**config.mk**
```make
export PLATFORM = sky130hd
export DESIGN_NAME = counting_semaphore_table
export DESIGN_NICKNAME = d
export VERILOG_FILES = /design/src/rtl/csem_pkg.sv /design/src/rtl/counting_semaphore_table.sv /design/src/rtl/csem_ram.sv /design/src/rtl/csem_free_list.sv
export SDC_FILE = /design/constraint.sdc
export NUM_CORES = 2
export LEC_CHECK = 0
export ABC_CLOCK_PERIOD_IN_PS = 8500
export CELL_PAD_IN_SITES_DETAIL_PLACEMENT = 0
export CELL_PAD_IN_SITES_GLOBAL_PLACEMENT = 1
export CORE_AREA = 2 2 443 445
export CTS_BUF_LIST = sky130_fd_sc_hd__clkbuf_2 sky130_fd_sc_hd__clkbuf_4 sky130_fd_sc_hd__clkbuf_8
export CTS_CLUSTER_SIZE = 25
export DETAILED_ROUTE_END_ITERATION = 12
export DIE_AREA = 0 0 445 447
export DONT_BUFFER_PORTS = 1
export GPL_ROUTABILITY_DRIVEN = 0
export GPL_TIMING_DRIVEN = 0
export PLACE_DENSITY = 0.85
export REMOVE_ABC_BUFFERS = 1
export SYNTH_ARGS = -nofsm -noshare
export SYNTH_HDL_FRONTEND = slang
export SYNTH_SLANG_ARGS = --single-unit
```
**constraint.sdc**
```tcl
create_clock -name clk -period 8.5 [get_ports clk]
set_input_delay 0.425 -clock clk [delete_from_list [all_inputs] [get_ports clk]]
set_output_delay 0.425 -clock clk [all_outputs]
set_load 0.02 [all_outputs]
```
**src/rtl/csem_pkg.sv**
```systemverilog
// ----------------------------------------------------------------------------
// csem_pkg
// Shared types and constants of the counting semaphore table: action and
// status codes, default sizes and the command/flag groups of the free list.
// ----------------------------------------------------------------------------
package csem_pkg;

	localparam int SEMS_DEF      = 64;
	localparam int COUNT_MAX_DEF = 65534;
	localparam int TASKS_DEF     = 64;
	localparam int BIN_COUNT_MAX = 1;

	localparam int GEN_W    = 16;
	localparam int COUNT_W  = 16;
	localparam int HANDLE_W = 32;
	localparam int INDEX_W  = 16;

	typedef enum logic [1:0] {
		ACT_CREATE = 2'd0,
		ACT_DELETE = 2'd1,
		ACT_PEND   = 2'd2,
		ACT_POST   = 2'd3
	} csem_action_t;

	typedef enum logic [3:0] {
		ST_OK           = 4'd0,
		ST_INVALID      = 4'd1,
		ST_OVERFLOW     = 4'd2,
		ST_ALL_BUSY     = 4'd3,
		ST_PENDED       = 4'd4,
		ST_UNAVAILABLE  = 4'd5,
		ST_IN_INTERRUPT = 4'd6,
		ST_SYSTEM_TASK  = 4'd7,
		ST_IN_LOCK      = 4'd8,
		ST_BLOCKED      = 4'd9
	} csem_status_t;

	// commands from the controller to the free list
	typedef struct packed {
		logic fill;
		logic rd;
		logic pop;
		logic push;
	} csem_fl_cmd_t;

	// free list occupancy flags
	typedef struct packed {
		logic empty;
		logic full;
	} csem_fl_flags_t;

endpackage

```
**src/rtl/counting_semaphore_table.sv**
```systemverilog
// ----------------------------------------------------------------------------
// counting_semaphore_table
// Table of SEMS counting semaphores with create, delete, pend and post.
// ----------------------------------------------------------------------------
// Usage:
//   Requests enter on the in_valid/in_ready channel (action, handle and
//   options); one result per request leaves on out_valid/out_ready (status,
//   new_handle, woke_waiter). A handle is generation in bits 31:16 and slot
//   index in bits 15:0.
//   Each transaction reads its semaphore entry from a synchronous table RAM,
//   updates it and writes it back. Delete, pend and post read the entry on
//   acceptance and register their result in the execute state; create
//   passes through a slot state first, since the slot number must first be
//   read from the free list RAM before the entry can be read.
//   One request is processed at a time.
//   After reset the block sweeps both RAMs, one entry per cycle, over all
//   SEMS entries (clearing the table and loading the free list with 0..SEMS-1);
//   in_ready stays low during the sweep.
//   The result sits in an output register; a new request may be accepted
//   while it waits, but that request completes only once the receiver has
//   taken the pending result.
// ----------------------------------------------------------------------------
module counting_semaphore_table #(
	parameter int SEMS      = csem_pkg::SEMS_DEF,
	parameter int COUNT_MAX = csem_pkg::COUNT_MAX_DEF,
	parameter int TASKS     = csem_pkg::TASKS_DEF
) (
	input  logic        clk,
	input  logic        arst_n,

	input  logic        in_valid,
	output logic        in_ready,
	input  logic [1:0]  action,
	input  logic [31:0] handle,
	input  logic [15:0] init_count,
	input  logic        binary,
	input  logic        may_wait,
	input  logic        in_interrupt,
	input  logic        system_task,
	input  logic        preemptable,

	output logic        out_valid,
	input  logic        out_ready,
	output logic [3:0]  status,
	output logic [31:0] new_handle,
	output logic        woke_waiter
);

	localparam int IDX_W  = (SEMS > 1) ? $clog2(SEMS) : 1;
	localparam int WAIT_W = $clog2(TASKS + 1);
	localparam int GEN_W  = csem_pkg::GEN_W;
	localparam int CNT_W  = csem_pkg::COUNT_W;

	localparam logic [IDX_W-1:0]  LAST_IDX  = IDX_W'(SEMS - 1);
	localparam logic [15:0]       SEMS_LIM  = 16'(SEMS);
	localparam logic [CNT_W-1:0]  CNT_MAX   = CNT_W'(COUNT_MAX);
	localparam logic [CNT_W-1:0]  BIN_MAX   = CNT_W'(csem_pkg::BIN_COUNT_MAX);
	localparam logic [WAIT_W-1:0] WAIT_MAX  = WAIT_W'(TASKS);

	typedef struct packed {
		logic              used;
		logic [GEN_W-1:0]  gen;
		logic [WAIT_W-1:0] waiters;
		logic [CNT_W-1:0]  count;
	} entry_t;

	typedef enum logic [1:0] {
		S_CLEAR,
		S_IDLE,
		S_SLOT,
		S_EXEC
	} state_t;

	state_t state_q;
	logic [IDX_W-1:0] clr_q;

	// captured request
	csem_pkg::csem_action_t action_q;
	logic [31:0] handle_q;
	logic [15:0] init_q;
	logic        binary_q;
	logic        may_wait_q;
	logic        in_int_q;
	logic        sys_task_q;
	logic        preempt_q;

	// result register
	logic                  out_valid_q;
	csem_pkg::csem_status_t status_q;
	logic [31:0]           new_handle_q;
	logic                  woke_q;

	logic accept;
	logic commit;

	// table RAM
	logic             ram_we;
	logic [IDX_W-1:0] ram_waddr;
	entry_t           ram_wdata;
	logic             ram_re;
	logic [IDX_W-1:0] ram_raddr;
	entry_t           ram_rdata;

	// free list
	csem_pkg::csem_fl_cmd_t   fl_cmd;
	csem_pkg::csem_fl_flags_t fl_flags;
	logic [IDX_W-1:0]         fl_rdata;

	// execute stage decisions
	csem_pkg::csem_status_t ex_status;
	logic [31:0]            ex_handle;
	logic                   ex_woke;
	logic                   ex_we;
	logic [IDX_W-1:0]       ex_addr;
	entry_t                 ex_entry;
	logic                   ex_pop;
	logic                   ex_push;

	logic [IDX_W-1:0] idx;
	logic             idx_ok;
	logic             live;
	logic [CNT_W-1:0] create_max;

	assign accept = in_valid && in_ready;
	assign commit = (state_q == S_EXEC) && (!out_valid_q || out_ready);

	assign in_ready    = (state_q == S_IDLE);
	assign out_valid   = out_valid_q;
	assign status      = status_q;
	assign new_handle  = new_handle_q;
	assign woke_waiter = woke_q;

	assign idx        = handle_q[IDX_W-1:0];
	assign idx_ok     = (handle_q[15:0] < SEMS_LIM);
	assign live       = ram_rdata.used && (ram_rdata.gen == handle_q[31:16]);
	assign create_max = binary_q ? BIN_MAX : CNT_MAX;

	always_comb begin
		ex_status = csem_pkg::ST_OK;
		ex_handle = '0;
		ex_woke   = 1'b0;
		ex_we     = 1'b0;
		ex_addr   = idx;
		ex_entry  = ram_rdata;
		ex_pop    = 1'b0;
		ex_push   = 1'b0;
		unique case (action_q)
			csem_pkg::ACT_CREATE: begin
				ex_addr = fl_rdata;
				if (init_q > create_max) begin
					ex_status = csem_pkg::ST_OVERFLOW;
				end else if (fl_flags.empty) begin
					ex_status = csem_pkg::ST_ALL_BUSY;
				end else begin
					ex_pop           = 1'b1;
					ex_we            = 1'b1;
					ex_entry.used    = 1'b1;
					ex_entry.waiters = '0;
					ex_entry.count   = init_q;
					ex_handle        = {ram_rdata.gen, 16'(fl_rdata)};
				end
			end
			csem_pkg::ACT_DELETE: begin
				if (!idx_ok || !live) begin
					ex_status = csem_pkg::ST_INVALID;
				end else if (ram_rdata.waiters != '0) begin
					ex_status = csem_pkg::ST_PENDED;
				end else begin
					ex_push       = !fl_flags.full;
					ex_we         = 1'b1;
					ex_entry.used = 1'b0;
					ex_entry.gen  = ram_rdata.gen + GEN_W'(1);
				end
			end
			csem_pkg::ACT_PEND: begin
				priority if (!idx_ok) begin
					ex_status = csem_pkg::ST_INVALID;
				end else if (in_int_q) begin
					ex_status = csem_pkg::ST_IN_INTERRUPT;
				end else if (sys_task_q) begin
					ex_status = csem_pkg::ST_SYSTEM_TASK;
				end else if (!live) begin
					ex_status = csem_pkg::ST_INVALID;
				end else if (ram_rdata.count != '0) begin
					ex_we          = 1'b1;
					ex_entry.count = ram_rdata.count - CNT_W'(1);
				end else if (!may_wait_q) begin
					ex_status = csem_pkg::ST_UNAVAILABLE;
				end else if (!preempt_q) begin
					ex_status = csem_pkg::ST_IN_LOCK;
				end else begin
					ex_status = csem_pkg::ST_BLOCKED;
					// waiter count saturates at the task limit
					if (ram_rdata.waiters < WAIT_MAX) begin
						ex_we            = 1'b1;
						ex_entry.waiters = ram_rdata.waiters + WAIT_W'(1);
					end
				end
			end
			csem_pkg::ACT_POST: begin
				if (!idx_ok || !live) begin
					ex_status = csem_pkg::ST_INVALID;
				end else if (ram_rdata.count == CNT_MAX) begin
					ex_status = csem_pkg::ST_OVERFLOW;
				end else if (ram_rdata.waiters != '0) begin
					ex_we            = 1'b1;
					ex_woke          = 1'b1;
					ex_entry.waiters = ram_rdata.waiters - WAIT_W'(1);
				end else begin
					ex_we          = 1'b1;
					ex_entry.count = ram_rdata.count + CNT_W'(1);
				end
			end
			default: begin
				ex_status = csem_pkg::ST_INVALID;
			end
		endcase
	end

	// table RAM port muxing: sweep, entry read, write-back
	always_comb begin
		ram_we    = (state_q == S_CLEAR) || (commit && ex_we);
		ram_waddr = (state_q == S_CLEAR) ? clr_q : ex_addr;
		ram_wdata = (state_q == S_CLEAR) ? entry_t'('0) : ex_entry;
		ram_re    = accept || (state_q == S_SLOT);
		ram_raddr = (state_q == S_SLOT) ? fl_rdata : handle[IDX_W-1:0];
	end

	always_comb begin
		fl_cmd.fill = (state_q == S_CLEAR);
		fl_cmd.rd   = accept && (csem_pkg::csem_action_t'(action) == csem_pkg::ACT_CREATE);
		fl_cmd.pop  = commit && ex_pop;
		fl_cmd.push = commit && ex_push;
	end

	csem_ram #(
		.DEPTH  (SEMS),
		.DATA_W ($bits(entry_t)),
		.ADDR_W (IDX_W)
	) u_table (
		.clk   (clk),
		.we    (ram_we),
		.waddr (ram_waddr),
		.wdata (ram_wdata),
		.re    (ram_re),
		.raddr (ram_raddr),
		.rdata (ram_rdata)
	);

	csem_free_list #(
		.SEMS  (SEMS),
		.IDX_W (IDX_W)
	) u_free_list (
		.clk      (clk),
		.arst_n   (arst_n),
		.cmd      (fl_cmd),
		.fill_idx (clr_q),
		.push_idx (idx),
		.rdata    (fl_rdata),
		.flags    (fl_flags)
	);

	// request capture
	always_ff @(posedge clk) begin
		if (accept) begin
			action_q   <= csem_pkg::csem_action_t'(action);
			handle_q   <= handle;
			init_q     <= init_count;
			binary_q   <= binary;
			may_wait_q <= may_wait;
			in_int_q   <= in_interrupt;
			sys_task_q <= system_task;
			preempt_q  <= preemptable;
		end
	end

	always_ff @(posedge clk or negedge arst_n) begin
		if (!arst_n) begin
			state_q      <= S_CLEAR;
			clr_q        <= '0;
			out_valid_q  <= 1'b0;
			status_q     <= csem_pkg::ST_OK;
			new_handle_q <= '0;
			woke_q       <= 1'b0;
		end else begin
			unique case (state_q)
				S_CLEAR: begin
					clr_q <= clr_q + IDX_W'(1);
					if (clr_q == LAST_IDX) begin
						state_q <= S_IDLE;
					end
				end
				S_IDLE: begin
					if (accept) begin
						if (csem_pkg::csem_action_t'(action) == csem_pkg::ACT_CREATE) begin
							state_q <= S_SLOT;
						end else begin
							state_q <= S_EXEC;
						end
					end
				end
				S_SLOT: begin
					state_q <= S_EXEC;
				end
				S_EXEC: begin
					if (commit) begin
						state_q <= S_IDLE;
					end
				end
				default: begin
					state_q <= S_IDLE;
				end
			endcase

			if (commit) begin
				out_valid_q  <= 1'b1;
				status_q     <= ex_status;
				new_handle_q <= ex_handle;
				woke_q       <= ex_woke;
			end else if (out_ready) begin
				out_valid_q <= 1'b0;
			end
		end
	end

endmodule

```
**src/rtl/csem_ram.sv**
```systemverilog
// ----------------------------------------------------------------------------
// csem_ram
// Single write port, single read port synchronous RAM with a registered
// read; read data holds until the next read enable.
// ----------------------------------------------------------------------------
module csem_ram #(
	parameter int DEPTH  = csem_pkg::SEMS_DEF,
	parameter int DATA_W = 40,
	parameter int ADDR_W = (DEPTH > 1) ? $clog2(DEPTH) : 1
) (
	input  logic              clk,
	input  logic              we,
	input  logic [ADDR_W-1:0] waddr,
	input  logic [DATA_W-1:0] wdata,
	input  logic              re,
	input  logic [ADDR_W-1:0] raddr,
	output logic [DATA_W-1:0] rdata
);

	logic [DATA_W-1:0] mem [DEPTH];

	always_ff @(posedge clk) begin
		if (we) begin
			mem[waddr] <= wdata;
		end
		if (re) begin
			rdata <= mem[raddr];
		end
	end

endmodule

```
**src/rtl/csem_free_list.sv**
```systemverilog
// ----------------------------------------------------------------------------
// csem_free_list
// FIFO of free slot numbers held in a synchronous memory, with head, tail
// and fill level. Filled with 0..SEMS-1 by a sweep after reset.
// ----------------------------------------------------------------------------
module csem_free_list #(
	parameter int SEMS   = csem_pkg::SEMS_DEF,
	parameter int IDX_W  = (SEMS > 1) ? $clog2(SEMS) : 1,
	parameter int LVL_W  = $clog2(SEMS + 1)
) (
	input  logic                    clk,
	input  logic                    arst_n,
	input  csem_pkg::csem_fl_cmd_t  cmd,
	input  logic [IDX_W-1:0]        fill_idx,
	input  logic [IDX_W-1:0]        push_idx,
	output logic [IDX_W-1:0]        rdata,
	output csem_pkg::csem_fl_flags_t flags
);

	localparam logic [IDX_W-1:0] LAST = IDX_W'(SEMS - 1);
	localparam logic [LVL_W-1:0] FULL = LVL_W'(SEMS);

	logic [IDX_W-1:0] fifo [SEMS];
	logic [IDX_W-1:0] head_q;
	logic [IDX_W-1:0] tail_q;
	logic [LVL_W-1:0] level_q;

	logic             we;
	logic [IDX_W-1:0] waddr;
	logic [IDX_W-1:0] wdata;

	function automatic logic [IDX_W-1:0] next_pos(input logic [IDX_W-1:0] p);
		return (p == LAST) ? '0 : p + IDX_W'(1);
	endfunction

	assign we    = cmd.fill || cmd.push;
	assign waddr = cmd.fill ? fill_idx : tail_q;
	assign wdata = cmd.fill ? fill_idx : push_idx;

	assign flags.empty = (level_q == '0);
	assign flags.full  = (level_q == FULL);

	always_ff @(posedge clk) begin
		if (we) begin
			fifo[waddr] <= wdata;
		end
		if (cmd.rd) begin
			rdata <= fifo[head_q];
		end
	end

	always_ff @(posedge clk or negedge arst_n) begin
		if (!arst_n) begin
			head_q  <= '0;
			tail_q  <= '0;
			level_q <= FULL;
		end else begin
			if (cmd.pop) begin
				head_q <= next_pos(head_q);
			end
			if (cmd.push) begin
				tail_q <= next_pos(tail_q);
			end
			if (cmd.pop && !cmd.push) begin
				level_q <= level_q - LVL_W'(1);
			end else if (cmd.push && !cmd.pop) begin
				level_q <= level_q + LVL_W'(1);
			end
		end
	end

endmodule

```
Yosys cells after proc, flatten, opt, wreduce, memory -nomap -nowiden
Memories as Yosys holds them, arrays and structs flattened. A register that Yosys moved wholly into a read port is not among the register bits.
Cells that the tools add are included.
{ "totals": {"n_memories": 2, "ramBits": 2944, "latch_bits": 0, "ff_bits": 120, "inputBits": 59, "out_inout_bits": 39, "elab_cells": 160, "mem_bits_ro": 0} }
{ "op_classes": {"shifts": 0, "n_eq_ne": 15, "n_div": 0, "n_mux": 84, "n_bitwise": 0, "n_reduce_logical": 29, "addsub": 10, "order_cmp": 3, "n_mul": 0} }
{ "memory_table": {"columns": ["name", "depth", "width", "read_ports", "rd_ports_with_merged_regs", "wr", "line", "source"], "rows": [
  ["u_table.mem", 64, 40, 1, 1, 1, "csem_ram.sv:20", "logic [DATA_W-1:0] mem [DEPTH];"],
  ["u_free_list.fifo", 64, 6, 1, 1, 1, "csem_free_list.sv:23", "logic [IDX_W-1:0] fifo [SEMS];"]
]} }
{ "ops": {"columns": ["cell", "n"], "rows": [
  ["23-bit two-way mux", 8],
  ["32-bit two-way mux", 3],
  ["23-bit one-hot mux with 3 select lines", 1],
  ["16-bit two-way mux", 4],
  ["7-bit two-way mux", 7],
  ["6-bit two-way mux", 7],
  ["40-bit two-way mux", 1],
  ["17-bit two-way mux", 2],
  ["16-bit by 1-bit adder with 16-bit output, second input constant", 2],
  ["1-bit two-way mux", 32],
  ["4-bit two-way mux", 6],
  ["6-bit by 1-bit adder with 6-bit output, second input constant", 3],
  ["6-bit == test, second input constant", 3],
  ["16-bit == test", 1],
  ["16-bit == test, second input constant", 1],
  ["16-bit > comparator", 1],
  ["16-bit by 7-bit < comparator with 1-bit output, second input constant", 1],
  ["4-bit one-hot mux with 4 select lines", 1],
  ["16-bit nonzero test", 1],
  ["16-bit by 1-bit subtractor with 16-bit output, second input constant", 1],
  ["7-bit by 1-bit adder with 7-bit output, second input constant", 2],
  ["2-bit two-way mux", 7],
  ["7-bit by 1-bit subtractor with 7-bit output, second input constant", 2],
  ["1-bit logical AND", 9],
  ["17 further kinds", 35]
]} }

Longest topological paths before layout
{ "depth": {"depth_word": 14, "ltp_mapped": 20, "ltp_nobuf": 19} }

Modules after synthesis
From an unflattened synthesis, not the netlist that was laid out.
{ "unflattened": {"cells_unflattened": 5830, "area_unflattened_um2": 121226.3} }
{ "modules_own_cells": {"columns": ["module", "instances", "cells_per_inst", "seq_area_each_um2", "area_per_inst_um2"], "rows": [
  ["csem_ram", 1, 4195, 78074.9, 98236.7],
  ["csem_free_list", 1, 912, 12187.9, 16572.1],
  ["counting_semaphore_table", 1, 723, 2552.4, 6417.4]
]} }

Worst setup path after synthesis
No wires, ideal clock.
{ "synth_path": {"path_kind": "register to register", "from": "register u_table.rdata[1], read port of u_table.mem", "to": "memory u_table.mem[0][7] (data pin)", "arrival_ps": 5036, "setup_slack_ps": 2744, "setup_ps": 719, "synth_period_minus_slack_ps": 5756, "stages_incl_launch_ff": 12, "path_cell_list": "edfxtp_1 > inv_1 > ha_1 > or3b_1 > or4_4 > nor2_8 > or4_1 > buf_2 > nor4b_1 > a21oi_1 > a21oi_1 > o31ai_1"} }
{ "synth_lines": {"columns": ["element", "line", "source"], "rows": [
  ["start, declared", "csem_ram.sv:17", "output logic [DATA_W-1:0] rdata"],
  ["end, declared", "csem_ram.sv:20", null]
]} }

Worst setup path in the final report
{ "layout_path": {"from": "register state_q[0]", "to": "register u_table.rdata[0], read port of u_table.mem (data pin)"} }
{ "layout_between": {"elab_chain_cells": 3} }
{ "layout_rtl": {"columns": ["element", "line", "source"], "rows": [
  ["start, declared", "counting_semaphore_table.sv:74", "state_t state_q;"],
  ["start signal, assigned", "counting_semaphore_table.sv:279", "state_q <= S_CLEAR;"],
  ["start signal, assigned", "counting_semaphore_table.sv:290", "state_q <= S_IDLE;"],
  ["start signal, assigned", "counting_semaphore_table.sv:296", "state_q <= S_SLOT;"],
  ["2-bit by 1-bit == test with 1-bit output", "counting_semaphore_table.sv:127", "assign in_ready = (state_q == S_IDLE);"],
  ["1-bit logical AND", "counting_semaphore_table.sv:124", "assign accept = in_valid && in_ready;"],
  ["1-bit logical OR", "counting_semaphore_table.sv:225", "ram_re = accept || (state_q == S_SLOT);"]
]} }
Parallel ways exist; a longest one is shown, timed or not.
A chain may end at the register's enable or synchronous reset.

==> results.yml <==
place:
  placed_area_um2: 131000
  io_buffers: 0
  place_hpwl_um: 195000
power:
  pwr-share-seq_pct: 48.8
  power.internal_uw: 29000
  cellLeakagePower_uw: 0.0457
  totalPowerFinal_uw: 41000
  power_frac_comb_pct: 22.5
  ir_worst_vdd_v: 0.000196
  switchingPower_uw: 12000
  switching_share_pct: 29.3
  pwr-share-clk_pct: 28.7
  p_per_area_nw_per_um2: 289
critical_path:
  crit_path_start_kind: "register"
  crit_path_end_kind: "register"
  path_max_fanout: 91
  slowest_stage: "ha_1"
  critPathKind: "reg -> reg"
  cp_common_cell: "buf_16"
  cp.buffers_inverters: 5
  cp_data_required_time_ns: 9.16
  critPathMaxStageDelay_ns: 1.06
  path_cells: "inv_1, ha_1, mux2_8, buf_16, buf_16, buf_16, buf_16, mux4_2, nor2b_1, a211oi_1, a21oi_1, a32oi_1, o221ai_1"
  cp_top_family: "compound AO/OA/AOI/OAI gates"
  cp.arrival_ns: 7.70
  r2r_slack_ns: 1.46
global_routing:
  track_usage_pct: 32.3
  antenna_found_initial: 3
  grt_pass1_vias: 66000
  grt_max_degree: 99
  grt_pass1_wl_um: 456000
  grt-ovfl-total: 0
yosys:
  synth_seq_cells: 3100
  ys_seq_area_share_pct: 76.3
  synthTopCellsByArea: "edfxtp_1, mux4_2, nand2_1"
  synthArstFlopShare_pct: 1.77
  syn_inst: 6031
  syn_avg_cell_area_um2: 20.2
  yosysTopAreaCellShare_pct: 75.1
  synth_area_um2: 122000
  synth_cell_types: 83
  yosysTopAreaCell: "edfxtp_1"
  yosys_warnings: 0
  synth_edf_count: 3045
  synthFlopType: "edfxtp_1"
drt:
  ant_nets: 0
  first_pass_iters: 8
  num_vias: 65000
  post_drt_wl_per_cell_um: 33.4
  routed_wl_um: 318000
  drt_iter0_markers: 9259
  route.detailed.drc: 0
  viasPerCell: 6.84
layout:
  regArea_um2: 92800
  final_util_pct: 72.9
  filler_cell_count: 10300
  final_cell_mix: "edfxtp_1, mux4_2, nand2_1"
  stdcell_area_um2: 142000
  layout.nets: 6688
  multi_input_area_um2: 28500
  layout_commonest_cell: "edfxtp_1"
  syn2layout_area_growth_pct: 16.3
  drive_above_1_share_pct: 27.9
sta:
  finalCritPeriodShare_pct: 82.8
  finalClockSkew_ns: 0.120
  final_hold_viol_count: 0
  finalMaxSlewViolations: 0
  period_needed_ns: 7.04
  relSlewSlack_pct: 7.52
  fmax_mhz: 142
  tightest_slew_ns: 1.39
  rsz0062_at_grt: "no"
  finalSetupViolCount: 0
clock_network:
  clk_path_buf_depth: 4
  clk_pin_slew_ns: 0.06
  cts_tree: "built"
  clock-sinks: 3100
  cts_resized: 0
  h-tree-depth: 5
  ctsRootBufferMaster: "clkbuf_8"
  numCtsBuffers: 477
  clkLatencyLatePin_ns: 1.15
  cts_setup_buffers: 0
floorplanning:
  die_area_um2: 199000
  dieWidth_um: 445
  start_util_pct: 62.7
  ios: 98
  rows: 162
  die_h_um: 447
  design.core.area_um2: 194000
flow_run:
  maxCapViolCount: 0
status:
  status: "finished, final reports clean"
min_path:
  min_path_type: "in -> reg"
[synth_stat cells, types with 4 or more instances]
| library cell | n |
|---|---|
| and2_1 | 9 |
| buf_1 | 121 |
| or4_1 | 7 |
| edfxtp_1 | 3045 |
| nand2_1 | 617 |
| xor2_1 | 14 |
| clkbuf_1 | 156 |
| a32o_1 | 4 |
| xnor2_1 | 32 |
| nor3_1 | 16 |
| o221ai_1 | 40 |
| o21a_1 | 4 |
| o21ai_0 | 146 |
| nand4_1 | 19 |
| dfrtp_1 | 54 |
| buf_4 | 10 |
| a32oi_1 | 40 |
| buf_2 | 48 |
| inv_1 | 37 |
| mux2_2 | 9 |
| nor2b_1 | 53 |
| a211oi_1 | 53 |
| o22ai_1 | 7 |
| nor4_1 | 10 |
| a21o_1 | 4 |
| or2_2 | 5 |
| nand3_1 | 117 |
| nor2_1 | 202 |
| o31ai_1 | 16 |
| mux4_2 | 766 |
| or3_1 | 10 |
| and3_1 | 16 |
| mux2i_1 | 134 |
| a21oi_1 | 84 |
| o32ai_1 | 7 |
| ha_1 | 35 |
| a221oi_1 | 4 |
| a31oi_1 | 10 |
[worst register-to-register path: cells and delay by family, from the launching register on]
family | cells | cell delay [ns]
multiplexers | 2 | 1.27
adder cells (fa/ha/maj) | 1 | 1.06
AO/OA/AOI/OAI | 4 | 1.76
flip-flops | 1 | 0.41
buffers and inverters | 5 | 1.96
AND/OR/NAND/NOR | 1 | 0.14
[layout make-up]
type / instances / area share (%)
Inverter: 38 / 0.101
Timing Repair Buffer: 411 / 5.66
Sequential cell: 3100 / 65.6
Clock inverter: 194 / 0.698
Tap cell: 2542 / 2.25
Clock buffer: 648 / 5.59
Antenna cell: 2 / 0.00354
Multi-Input combinational cell: 2565 / 20.1
[path summary, 6_finish.rpt]
check	to	from	cells after the start
min reg2reg	clr_q[0]	clr_q[0]	1
max	u_table.rdata[0]	state_q[0]	13
min in group asynchronous	new_handle[20]	arst_n	4
max in group asynchronous	u_free_list.head_q[0]	arst_n	4
min	action_q[1]	action[1]	1
max reg2reg	u_table.rdata[0]	state_q[0]	13
[what timing repair did]
| action | 4_1_cts | 5_1_grt |
|---|---|---|
| hold buffers | 113 | 0 |
| setup endpoints to repair | 0 | 0 |
| endpoints found under the hold margin | 189 | 0 |
[state kept, by name, indices dropped and copies added, names as in the netlist]
name and count:
in_int_q 1, action_q 2, state_q 2, u_table.rdata 40
u_free_list.level_q 7, u_table.mem 2560, may_wait_q 1, handle_q 32
new_handle 22, woke_waiter 1, u_free_list.tail_q 6, binary_q 1
u_free_list.rdata 6, clr_q 6, u_free_list.head_q 6, status 4
out_valid 1, u_free_list.fifo 384, init_q 16, preempt_q 1
sys_task_q 1
[cell families (layout without fill, tap and decap cells)]
| family | Yosys count | in the layout | share of synthesized area (%) |
|---|---|---|---|
| AO/OA/AOI/OAI | 455 | 455 | 2.46 |
| XOR/XNOR | 46 | 46 | 0.331 |
| adder cells (fa/ha/maj) | 36 | 36 | 0.376 |
| buffers and inverters | 375 | 1291 | 1.24 |
| flip-flops | 3100 | 3100 | 76.3 |
| multiplexers | 909 | 909 | 15.4 |
| other | 1 | 12 | 0.00308 |
| AND/OR/NAND/NOR | 1109 | 1109 | 3.97 |
[stage by stage]
| step | hold slack [ns] | instances | worst slack (ns) | setup TNS, ns |
|---|---|---|---|---|
| final | 0.0803 | 9500 | 1.46 | 0 |
| after global routing | 0.0724 | 9499 | 1.37 | 0 |
| after CTS | 0.00743 | 9498 | 1.62 | 0 |
| after detailed placement | 0.135 | 8543 | 1.67 | 0 |
| after global placement | 0.135 | 8245 | -84.41 | -6637.31 |
| after floorplan | 0.129 | 5703 | -55.12 | -2203.62 |
[power by group through the flow]
stage / combinational, uW / sequential [uW] / clock [uW]
finish: 9230 / 20000 / 11800
global route: 9700 / 20000 / 12500
CTS: 9080 / 19900 / 11900
detailed placement: 8970 / 20300 / 0
global placement: 8860 / 20800 / 0
floorplan: 6210 / 20300 / 0
[routing by layer]
metal	track usage (%)	routed length, um
met1	42.2	109000
met2	50.7	152000
met3	8.52	38500
met4	16.9	18000
met5	0	12
(Power assumes the default switching activity.)
